--- config.mk ---
export PLATFORM = sky130hd
export DESIGN_NAME = grouped_probability_coarsener_unit
export DESIGN_NICKNAME = d
export VERILOG_FILES = /design/src/design/gpc_pkg.sv /design/src/design/gpc_div.sv /design/src/design/grouped_probability_coarsener_unit.sv
export SDC_FILE = /design/constraint.sdc
export NUM_CORES = 1
export LEC_CHECK = 0
export BUFFER_PORTS_ARGS = -buffer_cell sky130_fd_sc_hd__clkbuf_2
export CORE_MARGIN = 5
export CORE_UTILIZATION = 50
export CTS_CLUSTER_DIAMETER = 100
export DETAILED_ROUTE_END_ITERATION = 10
export PLACE_DENSITY = 0.71
export SYNTH_ARGS = -nofsm -noshare
export SYNTH_HDL_FRONTEND = slang
export SYNTH_SLANG_ARGS = --single-unit
--- constraint.sdc ---
create_clock -name i_clk -period 4.5 [get_ports i_clk]
set_input_delay 0.675 -clock i_clk [delete_from_list [all_inputs] [get_ports i_clk]]
set_output_delay 0.675 -clock i_clk [all_outputs]
set_load 0.05 [all_outputs]
--- src/design/gpc_pkg.sv ---
// gpc_pkg: shared types, constants and helpers of the probability coarsener
// used by gpc_div and grouped_probability_coarsener_unit
`default_nettype none

package gpc_pkg;

    localparam int PROB_BITS = 16;
    localparam int MAX_GROUP = 64;
    localparam int CNT_W     = 7;                  // holds 0..MAX_GROUP
    localparam int POS_W     = 6;                  // holds 0..MAX_GROUP-1
    localparam int SUM_W     = CNT_W + PROB_BITS;  // MAX_GROUP full-scale probabilities
    localparam int DIV_STEPS = SUM_W;
    localparam int DCNT_W    = 5;

    localparam logic [1:0] CFG_GROUP_SIZE  = 2'd0;
    localparam logic [1:0] CFG_START_PHASE = 2'd1;
    localparam logic [1:0] CFG_VOTE_MODE   = 2'd2;

    localparam logic [1:0] CLS_HELIX  = 2'd0;
    localparam logic [1:0] CLS_STRAND = 2'd1;
    localparam logic [1:0] CLS_COIL   = 2'd2;

    typedef enum logic [3:0] {
        S_IDLE,
        S_START,
        S_PHASE,
        S_DIV_GO,
        S_DIV_WAIT,
        S_ACC,
        S_POST,
        S_OUT_PREV,
        S_OUT_CUR,
        S_END
    } t_state;

    typedef struct packed {
        logic             start;
        logic [SUM_W-1:0] num;
        logic [CNT_W-1:0] den;
    } t_div_req;

    typedef struct packed {
        logic             done;
        logic [SUM_W-1:0] quo;
        logic [CNT_W-1:0] rem;
    } t_div_rsp;

    // group size clamped to 1..MAX_GROUP
    function automatic logic [CNT_W-1:0] eff_group(input logic [CNT_W-1:0] gs);
        logic [CNT_W-1:0] g;
        g = gs;
        if (gs == '0) begin
            g = CNT_W'(1);
        end else if (gs > CNT_W'(MAX_GROUP)) begin
            g = CNT_W'(MAX_GROUP);
        end
        return g;
    endfunction

endpackage

`default_nettype wire

--- src/design/gpc_div.sv ---
// gpc_div: shared restoring divider, one quotient bit per cycle
// depends on gpc_pkg for widths and the request/response structs
`default_nettype none

module gpc_div (
    input  wire logic              i_clk,
    input  wire logic              i_rst_n,
    input  wire gpc_pkg::t_div_req i_req,
    output gpc_pkg::t_div_rsp      o_rsp
);

    logic [gpc_pkg::SUM_W-1:0]  r_quo;
    logic [gpc_pkg::CNT_W-1:0]  r_rem;
    logic [gpc_pkg::CNT_W-1:0]  r_den;
    logic [gpc_pkg::DCNT_W-1:0] r_cnt;
    logic                       r_done;

    logic [gpc_pkg::CNT_W-1:0]  w_shift;
    logic                       w_ge;
    logic [gpc_pkg::CNT_W-1:0]  w_diff;

    // remainder stays below the divisor, so its top bit is always clear
    assign w_shift = {r_rem[gpc_pkg::CNT_W-2:0], r_quo[gpc_pkg::SUM_W-1]};
    assign w_ge    = (w_shift >= r_den);
    assign w_diff  = w_shift - r_den;

    always_ff @(posedge i_clk) begin
        if (!i_rst_n) begin
            r_cnt  <= '0;
            r_done <= 1'b0;
        end else begin
            r_done <= (r_cnt == gpc_pkg::DCNT_W'(1));
            if (i_req.start) begin
                r_cnt <= gpc_pkg::DCNT_W'(gpc_pkg::DIV_STEPS);
            end else if (r_cnt != '0) begin
                r_cnt <= r_cnt - gpc_pkg::DCNT_W'(1);
            end
        end
    end

    always_ff @(posedge i_clk) begin
        if (i_req.start) begin
            r_quo <= i_req.num;
            r_rem <= '0;
            r_den <= i_req.den;
        end else if (r_cnt != '0) begin
            r_quo <= {r_quo[gpc_pkg::SUM_W-2:0], w_ge};
            r_rem <= w_ge ? w_diff : w_shift;
        end
    end

    assign o_rsp.done = r_done;
    assign o_rsp.quo  = r_quo;
    assign o_rsp.rem  = r_rem;

endmodule

`default_nettype wire

--- src/design/grouped_probability_coarsener_unit.sv ---
// grouped_probability_coarsener_unit: bins residue probabilities into coarse means or votes
// depends on gpc_pkg and gpc_div (the one divider shared by phase and bin results)
// an item without a bin result passes through the start, accumulate, post and end states
// the first residue of a sequence also waits in the phase state for the phase remainder
// each bin result adds three divisions in gpc_div, one per class, plus output handoff
// synchronous active-low reset restores group size 1, phase 0, mean mode and clears all bins
`default_nettype none

module grouped_probability_coarsener_unit (
    input  wire logic        i_clk,
    input  wire logic        i_rst_n,
    input  wire logic        i_in_valid,
    output logic             o_in_stall,
    input  wire logic [15:0] i_helix_prob,
    input  wire logic [15:0] i_strand_prob,
    input  wire logic [15:0] i_coil_prob,
    input  wire logic        i_final_residue,
    output logic             o_out_valid,
    input  wire logic        i_out_stall,
    output logic [15:0]      o_avg_helix,
    output logic [15:0]      o_avg_strand,
    output logic [15:0]      o_avg_coil,
    output logic             o_final_bin,
    input  wire logic        i_cfg_valid,
    output logic             o_cfg_ready,
    input  wire logic [1:0]  i_cfg_index,
    input  wire logic [6:0]  i_cfg_data
);

    localparam int PB = gpc_pkg::PROB_BITS;
    localparam int CW = gpc_pkg::CNT_W;
    localparam int PW = gpc_pkg::POS_W;
    localparam int SW = gpc_pkg::SUM_W;

    gpc_pkg::t_state   r_state, n_state;

    logic [CW-1:0]     r_group_size;
    logic [PW-1:0]     r_start_phase;
    logic              r_vote_mode;

    logic [PB-1:0]     r_prob [3];
    logic              r_fin;
    logic [CW-1:0]     r_g;
    logic [SW-1:0]     r_sum [3];
    logic [CW-1:0]     r_count;
    logic [PW-1:0]     r_pos;
    logic [CW-1:0]     r_skip;
    logic              r_started;
    logic              r_have_prev;
    logic              r_cur_emit;
    logic              r_div_cur;
    logic [1:0]        r_cls;
    logic [PB-1:0]     r_q [3];

    logic              r_out_valid;
    logic [PB-1:0]     r_out_h, r_out_s, r_out_c;
    logic              r_out_final;

    gpc_pkg::t_div_req w_req;
    gpc_pkg::t_div_rsp w_rsp;

    logic [CW-1:0]     w_eff_g;
    logic [CW-1:0]     w_pos_inc;
    logic [PW-1:0]     w_pos_next;
    logic              w_wrap_emit;
    logic [PW-1:0]     w_phase;
    logic [CW-1:0]     w_skip_init;
    logic [CW-1:0]     w_r;
    logic              w_keep;
    logic              w_cur_emit;
    logic [1:0]        w_win;
    logic [SW-1:0]     w_sum_sel;
    logic [SW-1:0]     w_num;
    logic [PB-1:0]     w_q_sat;
    logic              w_free;
    logic              w_load_out;
    logic              w_out_final;
    logic              w_accept;

    gpc_div u_div (
        .i_clk   (i_clk),
        .i_rst_n (i_rst_n),
        .i_req   (w_req),
        .o_rsp   (w_rsp)
    );

    assign w_eff_g     = gpc_pkg::eff_group(r_group_size);
    assign w_pos_inc   = {1'b0, r_pos} + CW'(1);
    assign w_pos_next  = (w_pos_inc >= r_g) ? '0 : w_pos_inc[PW-1:0];
    assign w_wrap_emit = (w_pos_next == '0) && (r_count != '0);

    // phase is the remainder of start_phase by the group size
    assign w_phase     = w_rsp.rem[PW-1:0];
    assign w_skip_init = ({w_phase, 1'b0} >= r_g) ? (r_g - {1'b0, w_phase}) : '0;

    // trailing bin is kept when it is full or at least half full
    assign w_r        = (w_pos_inc == r_g) ? '0 : w_pos_inc;
    assign w_keep     = (w_r == '0) || ({w_r, 1'b0} >= {1'b0, r_g});
    assign w_cur_emit = r_fin && w_keep && (r_count != '0);

    // winner: strict greater, ties to the lower class
    always_comb begin
        logic [PB-1:0] best;
        w_win = gpc_pkg::CLS_HELIX;
        best  = r_prob[0];
        if (r_prob[1] > best) begin
            w_win = gpc_pkg::CLS_STRAND;
            best  = r_prob[1];
        end
        if (r_prob[2] > best) begin
            w_win = gpc_pkg::CLS_COIL;
        end
    end

    assign w_sum_sel = r_sum[r_cls];
    assign w_num     = r_vote_mode ? {w_sum_sel[CW-1:0], {PB{1'b0}}} : w_sum_sel;

    // a vote fraction of one or more, or a quotient beyond 16 bits, saturates
    always_comb begin
        if ((r_vote_mode && (w_sum_sel >= {{(SW-CW){1'b0}}, r_count}))
            || (|w_rsp.quo[SW-1:PB])) begin
            w_q_sat = '1;
        end else begin
            w_q_sat = w_rsp.quo[PB-1:0];
        end
    end

    assign w_free   = !r_out_valid || !i_out_stall;
    assign w_accept = i_in_valid && !o_in_stall;

    // next state
    always_comb begin
        n_state = r_state;
        unique case (r_state)
            gpc_pkg::S_IDLE: begin
                if (i_in_valid) n_state = gpc_pkg::S_START;
            end
            gpc_pkg::S_START: begin
                if (!r_started) begin
                    n_state = gpc_pkg::S_PHASE;
                end else if (w_wrap_emit) begin
                    n_state = gpc_pkg::S_DIV_GO;
                end else begin
                    n_state = gpc_pkg::S_ACC;
                end
            end
            gpc_pkg::S_PHASE: begin
                if (w_rsp.done) n_state = gpc_pkg::S_ACC;
            end
            gpc_pkg::S_DIV_GO: begin
                n_state = gpc_pkg::S_DIV_WAIT;
            end
            gpc_pkg::S_DIV_WAIT: begin
                if (w_rsp.done) begin
                    if (r_cls == gpc_pkg::CLS_COIL) begin
                        n_state = r_div_cur ? gpc_pkg::S_OUT_CUR : gpc_pkg::S_ACC;
                    end else begin
                        n_state = gpc_pkg::S_DIV_GO;
                    end
                end
            end
            gpc_pkg::S_ACC: begin
                n_state = gpc_pkg::S_POST;
            end
            gpc_pkg::S_POST: begin
                if (r_have_prev) begin
                    n_state = gpc_pkg::S_OUT_PREV;
                end else if (w_cur_emit) begin
                    n_state = gpc_pkg::S_DIV_GO;
                end else begin
                    n_state = gpc_pkg::S_END;
                end
            end
            gpc_pkg::S_OUT_PREV: begin
                if (w_free) n_state = r_cur_emit ? gpc_pkg::S_DIV_GO : gpc_pkg::S_END;
            end
            gpc_pkg::S_OUT_CUR: begin
                if (w_free) n_state = gpc_pkg::S_END;
            end
            gpc_pkg::S_END: begin
                n_state = gpc_pkg::S_IDLE;
            end
            default: n_state = gpc_pkg::S_IDLE;
        endcase
    end

    // state outputs
    always_comb begin
        w_req       = '0;
        w_load_out  = 1'b0;
        w_out_final = 1'b0;
        o_in_stall  = 1'b1;
        unique case (r_state)
            gpc_pkg::S_IDLE: begin
                o_in_stall = 1'b0;
            end
            gpc_pkg::S_START: begin
                if (!r_started) begin
                    w_req.start = 1'b1;
                    w_req.num   = {{(SW-PW){1'b0}}, r_start_phase};
                    w_req.den   = r_g;
                end
            end
            gpc_pkg::S_DIV_GO: begin
                w_req.start = 1'b1;
                w_req.num   = w_num;
                w_req.den   = r_count;
            end
            gpc_pkg::S_OUT_PREV: begin
                w_load_out  = w_free;
                w_out_final = r_fin && !r_cur_emit;
            end
            gpc_pkg::S_OUT_CUR: begin
                w_load_out  = w_free;
                w_out_final = 1'b1;
            end
            default: begin
            end
        endcase
    end

    // control and bin state
    always_ff @(posedge i_clk) begin
        if (!i_rst_n) begin
            r_state       <= gpc_pkg::S_IDLE;
            r_group_size  <= CW'(1);
            r_start_phase <= '0;
            r_vote_mode   <= 1'b0;
            r_sum[0]      <= '0;
            r_sum[1]      <= '0;
            r_sum[2]      <= '0;
            r_count       <= '0;
            r_pos         <= '0;
            r_skip        <= '0;
            r_started     <= 1'b0;
            r_have_prev   <= 1'b0;
            r_cur_emit    <= 1'b0;
            r_div_cur     <= 1'b0;
            r_cls         <= gpc_pkg::CLS_HELIX;
            r_out_valid   <= 1'b0;
        end else begin
            r_state <= n_state;

            if (i_cfg_valid) begin
                unique case (i_cfg_index)
                    gpc_pkg::CFG_GROUP_SIZE:  r_group_size  <= i_cfg_data;
                    gpc_pkg::CFG_START_PHASE: r_start_phase <= i_cfg_data[PW-1:0];
                    gpc_pkg::CFG_VOTE_MODE:   r_vote_mode   <= i_cfg_data[0];
                    default: begin
                    end
                endcase
            end

            if (r_out_valid && !i_out_stall) r_out_valid <= 1'b0;
            if (w_load_out) r_out_valid <= 1'b1;

            unique case (r_state)
                gpc_pkg::S_START: begin
                    if (r_started) begin
                        r_pos <= w_pos_next;
                        if (w_wrap_emit) begin
                            r_div_cur <= 1'b0;
                            r_cls     <= gpc_pkg::CLS_HELIX;
                        end
                    end
                end
                gpc_pkg::S_PHASE: begin
                    if (w_rsp.done) begin
                        r_pos     <= w_phase;
                        r_skip    <= w_skip_init;
                        r_started <= 1'b1;
                        r_sum[0]  <= '0;
                        r_sum[1]  <= '0;
                        r_sum[2]  <= '0;
                        r_count   <= '0;
                    end
                end
                gpc_pkg::S_DIV_WAIT: begin
                    if (w_rsp.done) begin
                        if (r_cls == gpc_pkg::CLS_COIL) begin
                            if (!r_div_cur) begin
                                r_have_prev <= 1'b1;
                                r_sum[0]    <= '0;
                                r_sum[1]    <= '0;
                                r_sum[2]    <= '0;
                                r_count     <= '0;
                            end
                        end else begin
                            r_cls <= r_cls + 2'd1;
                        end
                    end
                end
                gpc_pkg::S_ACC: begin
                    if (r_skip != '0) begin
                        r_skip <= r_skip - CW'(1);
                    end else begin
                        r_count <= r_count + CW'(1);
                        for (int i = 0; i < 3; i++) begin
                            if (r_vote_mode) begin
                                if (w_win == 2'(i)) r_sum[i] <= r_sum[i] + SW'(1);
                            end else begin
                                r_sum[i] <= r_sum[i] + SW'(r_prob[i]);
                            end
                        end
                    end
                end
                gpc_pkg::S_POST: begin
                    r_cur_emit <= w_cur_emit;
                    if (!r_have_prev && w_cur_emit) begin
                        r_div_cur <= 1'b1;
                        r_cls     <= gpc_pkg::CLS_HELIX;
                    end
                end
                gpc_pkg::S_OUT_PREV: begin
                    if (w_free) begin
                        r_have_prev <= 1'b0;
                        if (r_cur_emit) begin
                            r_div_cur <= 1'b1;
                            r_cls     <= gpc_pkg::CLS_HELIX;
                        end
                    end
                end
                gpc_pkg::S_END: begin
                    r_cur_emit <= 1'b0;
                    if (r_fin) begin
                        r_sum[0]  <= '0;
                        r_sum[1]  <= '0;
                        r_sum[2]  <= '0;
                        r_count   <= '0;
                        r_pos     <= '0;
                        r_skip    <= '0;
                        r_started <= 1'b0;
                    end
                end
                default: begin
                end
            endcase
        end
    end

    // payload
    always_ff @(posedge i_clk) begin
        if (w_accept) begin
            r_prob[0] <= i_helix_prob;
            r_prob[1] <= i_strand_prob;
            r_prob[2] <= i_coil_prob;
            r_fin     <= i_final_residue;
            r_g       <= w_eff_g;
        end
        if ((r_state == gpc_pkg::S_DIV_WAIT) && w_rsp.done) begin
            r_q[r_cls] <= w_q_sat;
        end
        if (w_load_out) begin
            r_out_h     <= r_q[0];
            r_out_s     <= r_q[1];
            r_out_c     <= r_q[2];
            r_out_final <= w_out_final;
        end
    end

    assign o_out_valid  = r_out_valid;
    assign o_avg_helix  = r_out_h;
    assign o_avg_strand = r_out_s;
    assign o_avg_coil   = r_out_c;
    assign o_final_bin  = r_out_final;
    assign o_cfg_ready  = 1'b1;

endmodule

`default_nettype wire

# --- Word-level counts from Yosys, hierarchy flattened ---
# Memories as Yosys holds them, arrays and structs flattened. A register that Yosys moved wholly into a read port is not among the register bits.
# Cells that the tools add are included.
totals:
  n_memories: 3
  ram_bits: 165
  reg_bits: 96
  inputBits: 63
classes:
  n_reduce_logical: 50
  eq_ne: 31
  n_addsub: 13
  n_lt_le_gt_ge: 8
  bitwise: 16
  muxes: 130
memory_table:
  columns: ["memory", "depth", "word_bits", "rd", "rd_clocked_by_memory_dff", "write_ports", "line_no", "source"]
  rows:
  - ["r_sum", 3, 23, 4, 1, 3, "grouped_probability_coarsener_unit.sv:44", "logic [SW-1:0] r_sum [3];"]
  - ["r_prob", 3, 16, 3, 0, 3, "grouped_probability_coarsener_unit.sv:41", "logic [PB-1:0] r_prob [3];"]
  - ["r_q", 3, 16, 3, 3, 1, "grouped_probability_coarsener_unit.sv:53", "logic [PB-1:0] r_q [3];"]
op_table:
  columns: ["cell", "count"]
  rows:
  - ["23-bit two-way mux", 18]
  - ["7-bit two-way mux", 11]
  - ["23-bit by 1-bit adder with 23-bit output, second input constant", 3]
  - ["23-bit by 16-bit adder with 23-bit output", 3]
  - ["31-bit one-hot mux with 2 select lines", 1]
  - ["1-bit two-way mux", 58]
  - ["4-bit two-way mux", 10]
  - ["4-bit one-hot mux with 9 select lines", 1]
  - ["16-bit greater-than comparator", 2]
  - ["16-bit two-way mux", 2]
  - ["31-bit two-way mux", 1]
  - ["6-bit two-way mux", 5]
  - ["7-bit one-hot mux with 4 select lines", 1]
  - ["2-bit != test, second input constant", 13]
  - ["23-bit by 7-bit >= comparator with 1-bit output", 1]
  - ["7-bit >= comparator", 3]
  - ["7-bit one-hot mux with 3 select lines", 1]
  - ["2-bit two-way mux", 10]
  - ["6-bit one-hot mux with 3 select lines", 1]
  - ["4-bit by 3-bit equality test with 1-bit output, second input constant", 4]
  - ["1-bit bitwise OR", 15]
  - ["7-bit logical NOT", 2]
  - ["7-bit nonzero test", 2]
  - ["5-bit two-way mux", 2]
  - ["other kinds (41)", 78]

# --- Longest topological paths before layout ---
# Gate-level depths: netlist (run 1).
# An unclocked memory read counts as a cell.
logic_depth:
  depth_word: 15
  mapped_depth: 19

# --- By module ---
# A second synthesis (run 1) with hierarchy kept.
hier_totals:
  hier_cells: 1758
  area_unflattened_um2: 17804.6
modules_own_cells:
  columns: ["mod", "area_per_inst_um2", "cells_per_inst", "instances", "seq_area_each_um2"]
  rows:
  - ["grouped_probability_coarsener_unit", 15574.9, 1578, 1, 7146.9]
  - ["gpc_div", 2229.6, 180, 1, 1161.1]

# --- Least setup slack after synthesis (run 1) ---
# No wires, ideal clock.
synth_timing:
  path_type: "reg2reg"
  start: "memory r_prob[0][31] (netlist name)"
  end: "memory r_sum[0][21] (netlist name)"
  path_slack_ns: 0.257
  path_stages_with_launch: 18
  required_ns: 4.430
  arrival_time_ns: 4.173
  path_cell_list: "edfxtp_1 ha_1 nand4_1 nor4_1 o21ai_0 a31oi_1 clkbuf_1 nor2_1 a21oi_1 ha_1 a211oi_1 o21ai_0 a211oi_2 a32oi_1 o21a_1 or4_4 or3_1 a21oi_1"
synth_lines:
  columns: ["element", "line_no"]
  rows:
  - ["start, declared", "grouped_probability_coarsener_unit.sv:41"]
  - ["end, declared", "grouped_probability_coarsener_unit.sv:44"]

==> impl_metrics.tcl, run 1 <==
set metrics [dict create \
    hpwl_mm 31.68 \
    leakage_nw 7.904 \
    synth.most_common_cell "nor2_1" \
    num_vias 13190 \
    crit_type "flop to flop" \
    cts_root_buf "clkbuf_16" \
    synth_xor_area_frac 0.04207 \
    status "completed" \
    die_x_um 194.8 \
    yosys.area_share.simple 0.1654 \
    yosysUniqueCellTypes 72 \
    slew_headroom 0.1709 \
    register_area_um2 8288 \
    n_antenna_cell 0 \
    ios 115 \
    netlist.area_leader.share 0.3623 \
    layout-drive-gt1-share 0.1407 \
    slowest_stage "edfxtp_1" \
    synth_top_area_cell "edfxtp_1" \
    grt_pass1_vias 12570 \
    drt_iter0_markers 907 \
    clockBufferDepth 3 \
    synth-edff-count 206 \
    synthMuxAreaShare 0.03063 \
    synth_top_family_by_area "simple AND/OR/NAND/NOR gates" \
    grt_pass1_wl_mm 66.82 \
    start_util 0.5079 \
    synthTopCellsByCount "nor2_1, edfxtp_1, a21oi_1" \
    maxCapViolCount 0 \
    nNetsFinal 2033 \
    wl_per_cell_um 18.24 \
    via_per_inst 5.709 \
    synth.yosys.seq_area_share 0.4855 \
    rsz0062_at_grt "true" \
    die_h_um 194.8 \
    max_freq_mhz 231.2 \
    synth_compound_area_frac 0.1420 \
    place_congestion 0.9329 \
    final.fill_count 2845 \
    start_kind "flop" \
    fin_total_pwr_mw 10.85 \
    core.rowCount 67 \
    die-area_um2 37940 \
    insertion_delay_ns 0.52 \
    cp_cell_sequence "ha_1 > nand4_1 > nor4_2 > o21ai_1 > a31oi_4 > buf_12 > mux2_2 > ha_1 > nor2b_1 > o211ai_1 > a2111o_1 > a32o_1 > a21boi_2 > buf_4 > nand3b_1 > xor2_1 > nor2_1" \
    setup_viol 0 \
    ant_nets 0 \
    cts_tree "yes" \
    fp.coreArea_um2 33620 \
    dp_slack_ns -0.03155 \
    port_buffers 113 \
    cts.sinks 311 \
    vdd_drop_max_uv 365.1 \
    clk_pin_slew_ns 0.06 \
    synthAdderAreaFrac 0.1004 \
    ys.flop_type "edfxtp_1" \
    synth_seq_cells 311 \
    multi_input_area_um2 8343 \
    tightest_slew_ns 1.226 \
    h-tree-depth 2 \
    skew_ns 0.01786 \
    final_core_util 0.5819 \
    cp_data_arrival_time_ns 4.71 \
    final_critical_path_setup_slack_ns 0.1738 \
    place_area_um2 18290 \
    power.density_nw_per_um2 554.7 \
    r2r_setup_slack_ns 0.17 \
    dr.pass1.iters 5 \
    cts_buffers 34 \
    wirelength_mm 42.13 \
    drc 0 \
    drv_slew 0 \
    yosys_warnings 0 \
    cp.required_ns 4.89 \
    min_period_ns 4.326 \
    syn_to_final_growth_pct 14.57 \
    syn_area_um2 17070 \
    max_stage_delay_ns 0.42 \
    avgSynthCellArea_um2 9.996 \
    antenna_found_initial 0 \
    holdCritPathClass "input port to flop" \
    fin_crit_sh 0.9614 \
    path_max_fanout 13 \
    gr-total-overflow 0 \
    finalHoldViolations 0 \
    cp_common_cell "ha_1" \
    final_cell_area_um2 19560 \
    async_flop_share 0 \
    syn_inst 1708 \
    grt_usage 0.2136 \
    syn_nets 1905 \
    grt_max_degree 50 \
    setup.worst_path.end_class "flop" \
    ys_top_cells_by_area "edfxtp_1, dfxtp_1, ha_1" \
]
worst max-delay path: cells and delay by family, from the launching register on:
family                   cells  cell delay, ns
AO/OA/AOI/OAI                6            1.53
XOR/XNOR                     1            0.16
adder cells (fa/ha/maj)      2            0.52
buffers and inverters        2            0.40
flip-flops                   1            0.42
multiplexers                 1            0.37
AND/OR/NAND/NOR              5            0.79
cell usage in the layout, fill, tap and decap left out, types with 8 or more instances in the layout:
| cell | Yosys | routed |
|---|---|---|
| a211oi_1 | 24 | 19 |
| a21o_1 | 25 | 25 |
| a21oi_1 | 153 | 149 |
| a22o_1 | 8 | 8 |
| a22oi_1 | 10 | 10 |
| a31oi_1 | 10 | 8 |
| and2_1 | 21 | 21 |
| and3_1 | 18 | 17 |
| buf_4 | 1 | 36 |
| clkbuf_16 | 0 | 35 |
| clkbuf_2 | 0 | 113 |
| dfxtp_1 | 105 | 105 |
| edfxtp_1 | 206 | 206 |
| ha_1 | 129 | 128 |
| inv_1 | 89 | 89 |
| mux2i_1 | 50 | 50 |
| nand2_1 | 96 | 95 |
| nand2b_1 | 14 | 14 |
| nand3_1 | 49 | 49 |
| nand4_1 | 20 | 20 |
| nor2_1 | 210 | 207 |
| nor2b_1 | 23 | 23 |
| nor3_1 | 56 | 54 |
| nor4_1 | 14 | 12 |
| o211ai_1 | 9 | 9 |
| o21a_1 | 15 | 15 |
| o21ai_0 | 77 | 74 |
| or2_2 | 20 | 20 |
| or3_1 | 15 | 15 |
| xnor2_1 | 47 | 47 |
| xor2_1 | 35 | 35 |
metal layers:
metal / GRT usage / vias up / wire length [um] / part of all wire
met5: 0 / - / 0 / 0
met4: 0.06336 / 0 / 1235 / 0.029
met3: 0.03099 / 81 / 2508 / 0.060
met2: 0.3513 / 413 / 19750 / 0.47
met1: 0.2958 / 6204 / 18630 / 0.44
li1: - / 6490 / - / -
kinds of logic (layout without fill, tap and decap cells):
family / Yosys count / in the layout
flops: 311 / 311
simple gates: 584 / 584
buf+inv: 153 / 307
mux: 52 / 52
fa+ha+maj: 134 / 134
xor+xnor: 82 / 82
other cells: 1 / 1
compound gates: 391 / 391
flip-flops by register name (all words and copies together) (netlist names), 2 cells and up, named ones only:
register and cells:
o_avg_coil 16, o_avg_helix 16, o_avg_strand 16, r_cls 2, r_count 7, r_g 7
r_group_size 7, r_pos 6, r_prob 48, r_q 48, r_skip 7, r_start_phase 6
r_state 4, r_sum 69, u_div.r_cnt 5, u_div.r_den 7, u_div.r_quo 23, u_div.r_rem 6
timing repair:
item                       in CTS  in global routing
gates cloned                    0                  1
buffers inserted                0                  3
pin swaps                       1                  5
setup endpoints to repair       1                 48
hold buffers                    0                  0
resized for setup               1                 25
metrics by stage:
stage	setup TNS, ns	cells	hold WS (ns)
3_3_place_gp	0	2244	0.4014
4_1_cts	0	2306	0.3099
3_5_place_dp	-0.03155	2244	0.4045
2_1_floorplan	0	1708	0.4003
5_1_grt	-0.1519	2310	0.3135
6_report	0	2310	0.3307
worst paths after layout:
path | start | endpoint | cells past startpoint
worst max register to register | r_prob[0][29] | r_sum[1][17] | 17
worst min register to register | r_q[2][7] | o_avg_coil[7] | 0
worst max-delay path | r_prob[0][29] | r_sum[1][17] | 17
worst min-delay path | i_strand_prob[5] | r_prob[0][21] | 1
area by class of cell:
type / count / area share
Multi-Input combinational cell: 1244 / 0.4265
Sequential cell: 311 / 0.4237
Timing Repair Buffer: 154 / 0.04721
Clock buffer: 41 / 0.04484
Tap cell: 448 / 0.02866
Inverter: 91 / 0.01746
Clock inverter: 21 / 0.01158
where the power goes:
| group | switching, mW | total, mW | internal (mW) | leakage (nW) |
|---|---|---|---|---|
| Sequential | 0.387 | 4.13 | 3.74 | 2.80 |
| Combinational | 2.48 | 3.95 | 1.47 | 4.57 |
| Clock | 1.14 | 2.77 | 1.64 | 0.534 |
| Total | 4.00 | 10.8 | 6.85 | 7.90 |
Note: power is estimated with default switching activity, not from simulation.
==> inputs of run 2 (changes only) <==
==> constraint.sdc (replaced) <==
create_clock -name i_clk -period 4.5 [get_ports i_clk]
set_input_delay 0.225 -clock i_clk [delete_from_list [all_inputs] [get_ports i_clk]]
set_output_delay 0.225 -clock i_clk [all_outputs]
set_load 0.05 [all_outputs]
==> impl_metrics.tcl, run 2 (same netlist as run 1, synthesis figures left out) <==
set metrics [dict create \
    layout_commonest_cell "nor2_1" \
    drc 0 \
    gr-total-overflow 0 \
    clockBufferDepth 3 \
    layout-drive-gt1-share 0.1385 \
    max_stage_delay_ns 0.46 \
    fin_total_pwr_mw 10.89 \
    vdd_drop_max_uv 590.8 \
    via_per_inst 5.712 \
    crit_type "flop to flop" \
    maxCapViolCount 0 \
    cp_cell_sequence "ha_1 > nand4_1 > nor4_2 > o21ai_1 > a31oi_2 > buf_6 > mux2_2 > ha_1 > nor2b_1 > o211ai_1 > a2111o_1 > a32o_1 > a21boi_2 > buf_4 > nor4_1 > a21oi_1 > nor2_1" \
    cp.required_ns 4.89 \
    leakage_nw 8.152 \
    hold_ws_ns 0.009769 \
    wirelength_mm 42.91 \
    slowest_stage "edfxtp_1" \
    cts_buffers 35 \
    holdCritPathClass "input port to flop" \
    path_max_fanout 19 \
    cp_data_arrival_time_ns 4.66 \
    final_core_util 0.5967 \
    antenna_found_initial 0 \
    nNetsFinal 2094 \
    start_kind "flop" \
    core.rowCount 67 \
    status "completed" \
    min_period_ns 4.271 \
    cts_root_buf "clkbuf_16" \
    clk_pin_slew_ns 0.06 \
    grt_max_degree 50 \
    drt_iter0_markers 1156 \
    hpwl_mm 31.54 \
    wl_per_cell_um 18.11 \
    h-tree-depth 2 \
    die-area_um2 37940 \
    grt_usage 0.2171 \
    rsz0062_at_grt "true" \
    start_util 0.5079 \
    port_buffers 113 \
    largest_register "r_sum" \
    worst-path-buf-inv 2 \
    cts.sinks 311 \
    largest_reg_flops 69 \
    drv_slew 0 \
    die_h_um 194.8 \
    max_freq_mhz 234.1 \
    crit_start "r_prob[0][30]" \
    largestRegisters "r_sum: 69 flops, r_prob: 48 flops, r_q: 48 flops" \
    r2r_start "r_prob[0][30]" \
    cp_top_family "compound AO/OA/AOI/OAI gates" \
    skew_ns 0.02651 \
    ant_nets 0 \
    tightest_slew_ns 1.243 \
    mostFrequentLayoutCells "nor2_1, edfxtp_1, a21oi_1" \
    power.density_nw_per_um2 543.0 \
    slew_headroom 0.1664 \
    n_antenna_cell 0 \
    grt_pass1_wl_mm 67.78 \
    place_congestion 0.9174 \
    die_x_um 194.8 \
    hold_path_startpoint "i_cfg_data[4]" \
    syn_to_final_growth_pct 17.49 \
    ios 115 \
    num_vias 13530 \
    dr.pass1.iters 5 \
    cts_tree "yes" \
    grt_pass1_vias 13050 \
    setup_viol 0 \
    fin_crit_sh 0.9492 \
    cp_common_cell "ha_1" \
    insertion_delay_ns 0.52 \
    finalHoldViolations 0 \
    fp.coreArea_um2 33620 \
    setup.worst_path.end_class "flop" \
]
run 2: cell types whose count changed in the layout (fill, tap and decap cells not counted), moves of 3 or more:
cell | before | now
dlygate4sd3_1 | 0 | 54
clkinv_1 | 6 | 3
a211oi_2 | 6 | 3
buf_4 | 36 | 44
clkbuf_1 | 7 | 2
a21oi_1 | 149 | 152
a21oi_2 | 3 | 0
run 2: power breakdown:
group,total [mW],switching [mW],internal [mW]
combinational,3.98,2.50,1.48
clock,2.78,1.18,1.60
sequential,4.14,0.396,3.74
run 2: worst paths after layout:
| check | cells past startpoint | slack, ns | end |
|---|---|---|---|
| worst max-delay path | 17 | 0.23 | r_sum[1][4] |
| worst min-delay path | 3 | 0.01 | r_group_size[4] |
| worst max register to register | 17 | 0.23 | r_sum[1][4] |
| worst min register to register | 0 | 0.42 | o_avg_strand[13] |
run 2: layout make-up:
class,count,area (um^2)
inverter,91,341.6
sequential,311,8288
clock inverter,22,201.4
clock buffer,39,910.9
multi-input combinational,1244,8287
timing repair buffer,214,1470
tap,448,560.5
fill,2809,13560
run 2: metrics by stage:
step | instances | setup TNS (ns) | cell area, um^2 | worst slack [ns]
after global placement | 2247 | 0 | 18290 | 0.1498
final | 2369 | 0 | 20060 | 0.2287
after CTS | 2362 | 0 | 19940 | 0.01349
after floorplan | 1708 | 0 | 17070 | 0.2570
after detailed placement | 2247 | 0 | 18290 | 0.03287
after global routing | 2369 | -0.1222 | 20060 | -0.04810
run 2: worst reg2reg max path: stages, from the launching register on:
cell and delay [ns]:
edfxtp_1 0.46, ha_1 0.33, nand4_1 0.14, nor4_2 0.26
o21ai_1 0.12, a31oi_2 0.23, buf_6 0.22, mux2_2 0.39
ha_1 0.19, nor2b_1 0.10, o211ai_1 0.08, a2111o_1 0.41
a32o_1 0.28, a21boi_2 0.33, buf_4 0.31, nor4_1 0.10
a21oi_1 0.13, nor2_1 0.05
run 2: metal layers:
layer | wire (um) | part of all wire | global-route usage
met5 | 0 | 0 | 0
met4 | 1445 | 0.034 | 0.07396
met3 | 2504 | 0.058 | 0.02839
met2 | 20230 | 0.47 | 0.3612
met1 | 18720 | 0.44 | 0.2950
run 2: timing repair:
item / in CTS / in global routing
endpoints found under the setup margin: 0 / 43
setup buffers: 0 / 7
resized for setup: 0 / 17
hold buffers: 54 / 0
endpoints found under the hold margin: 55 / 0
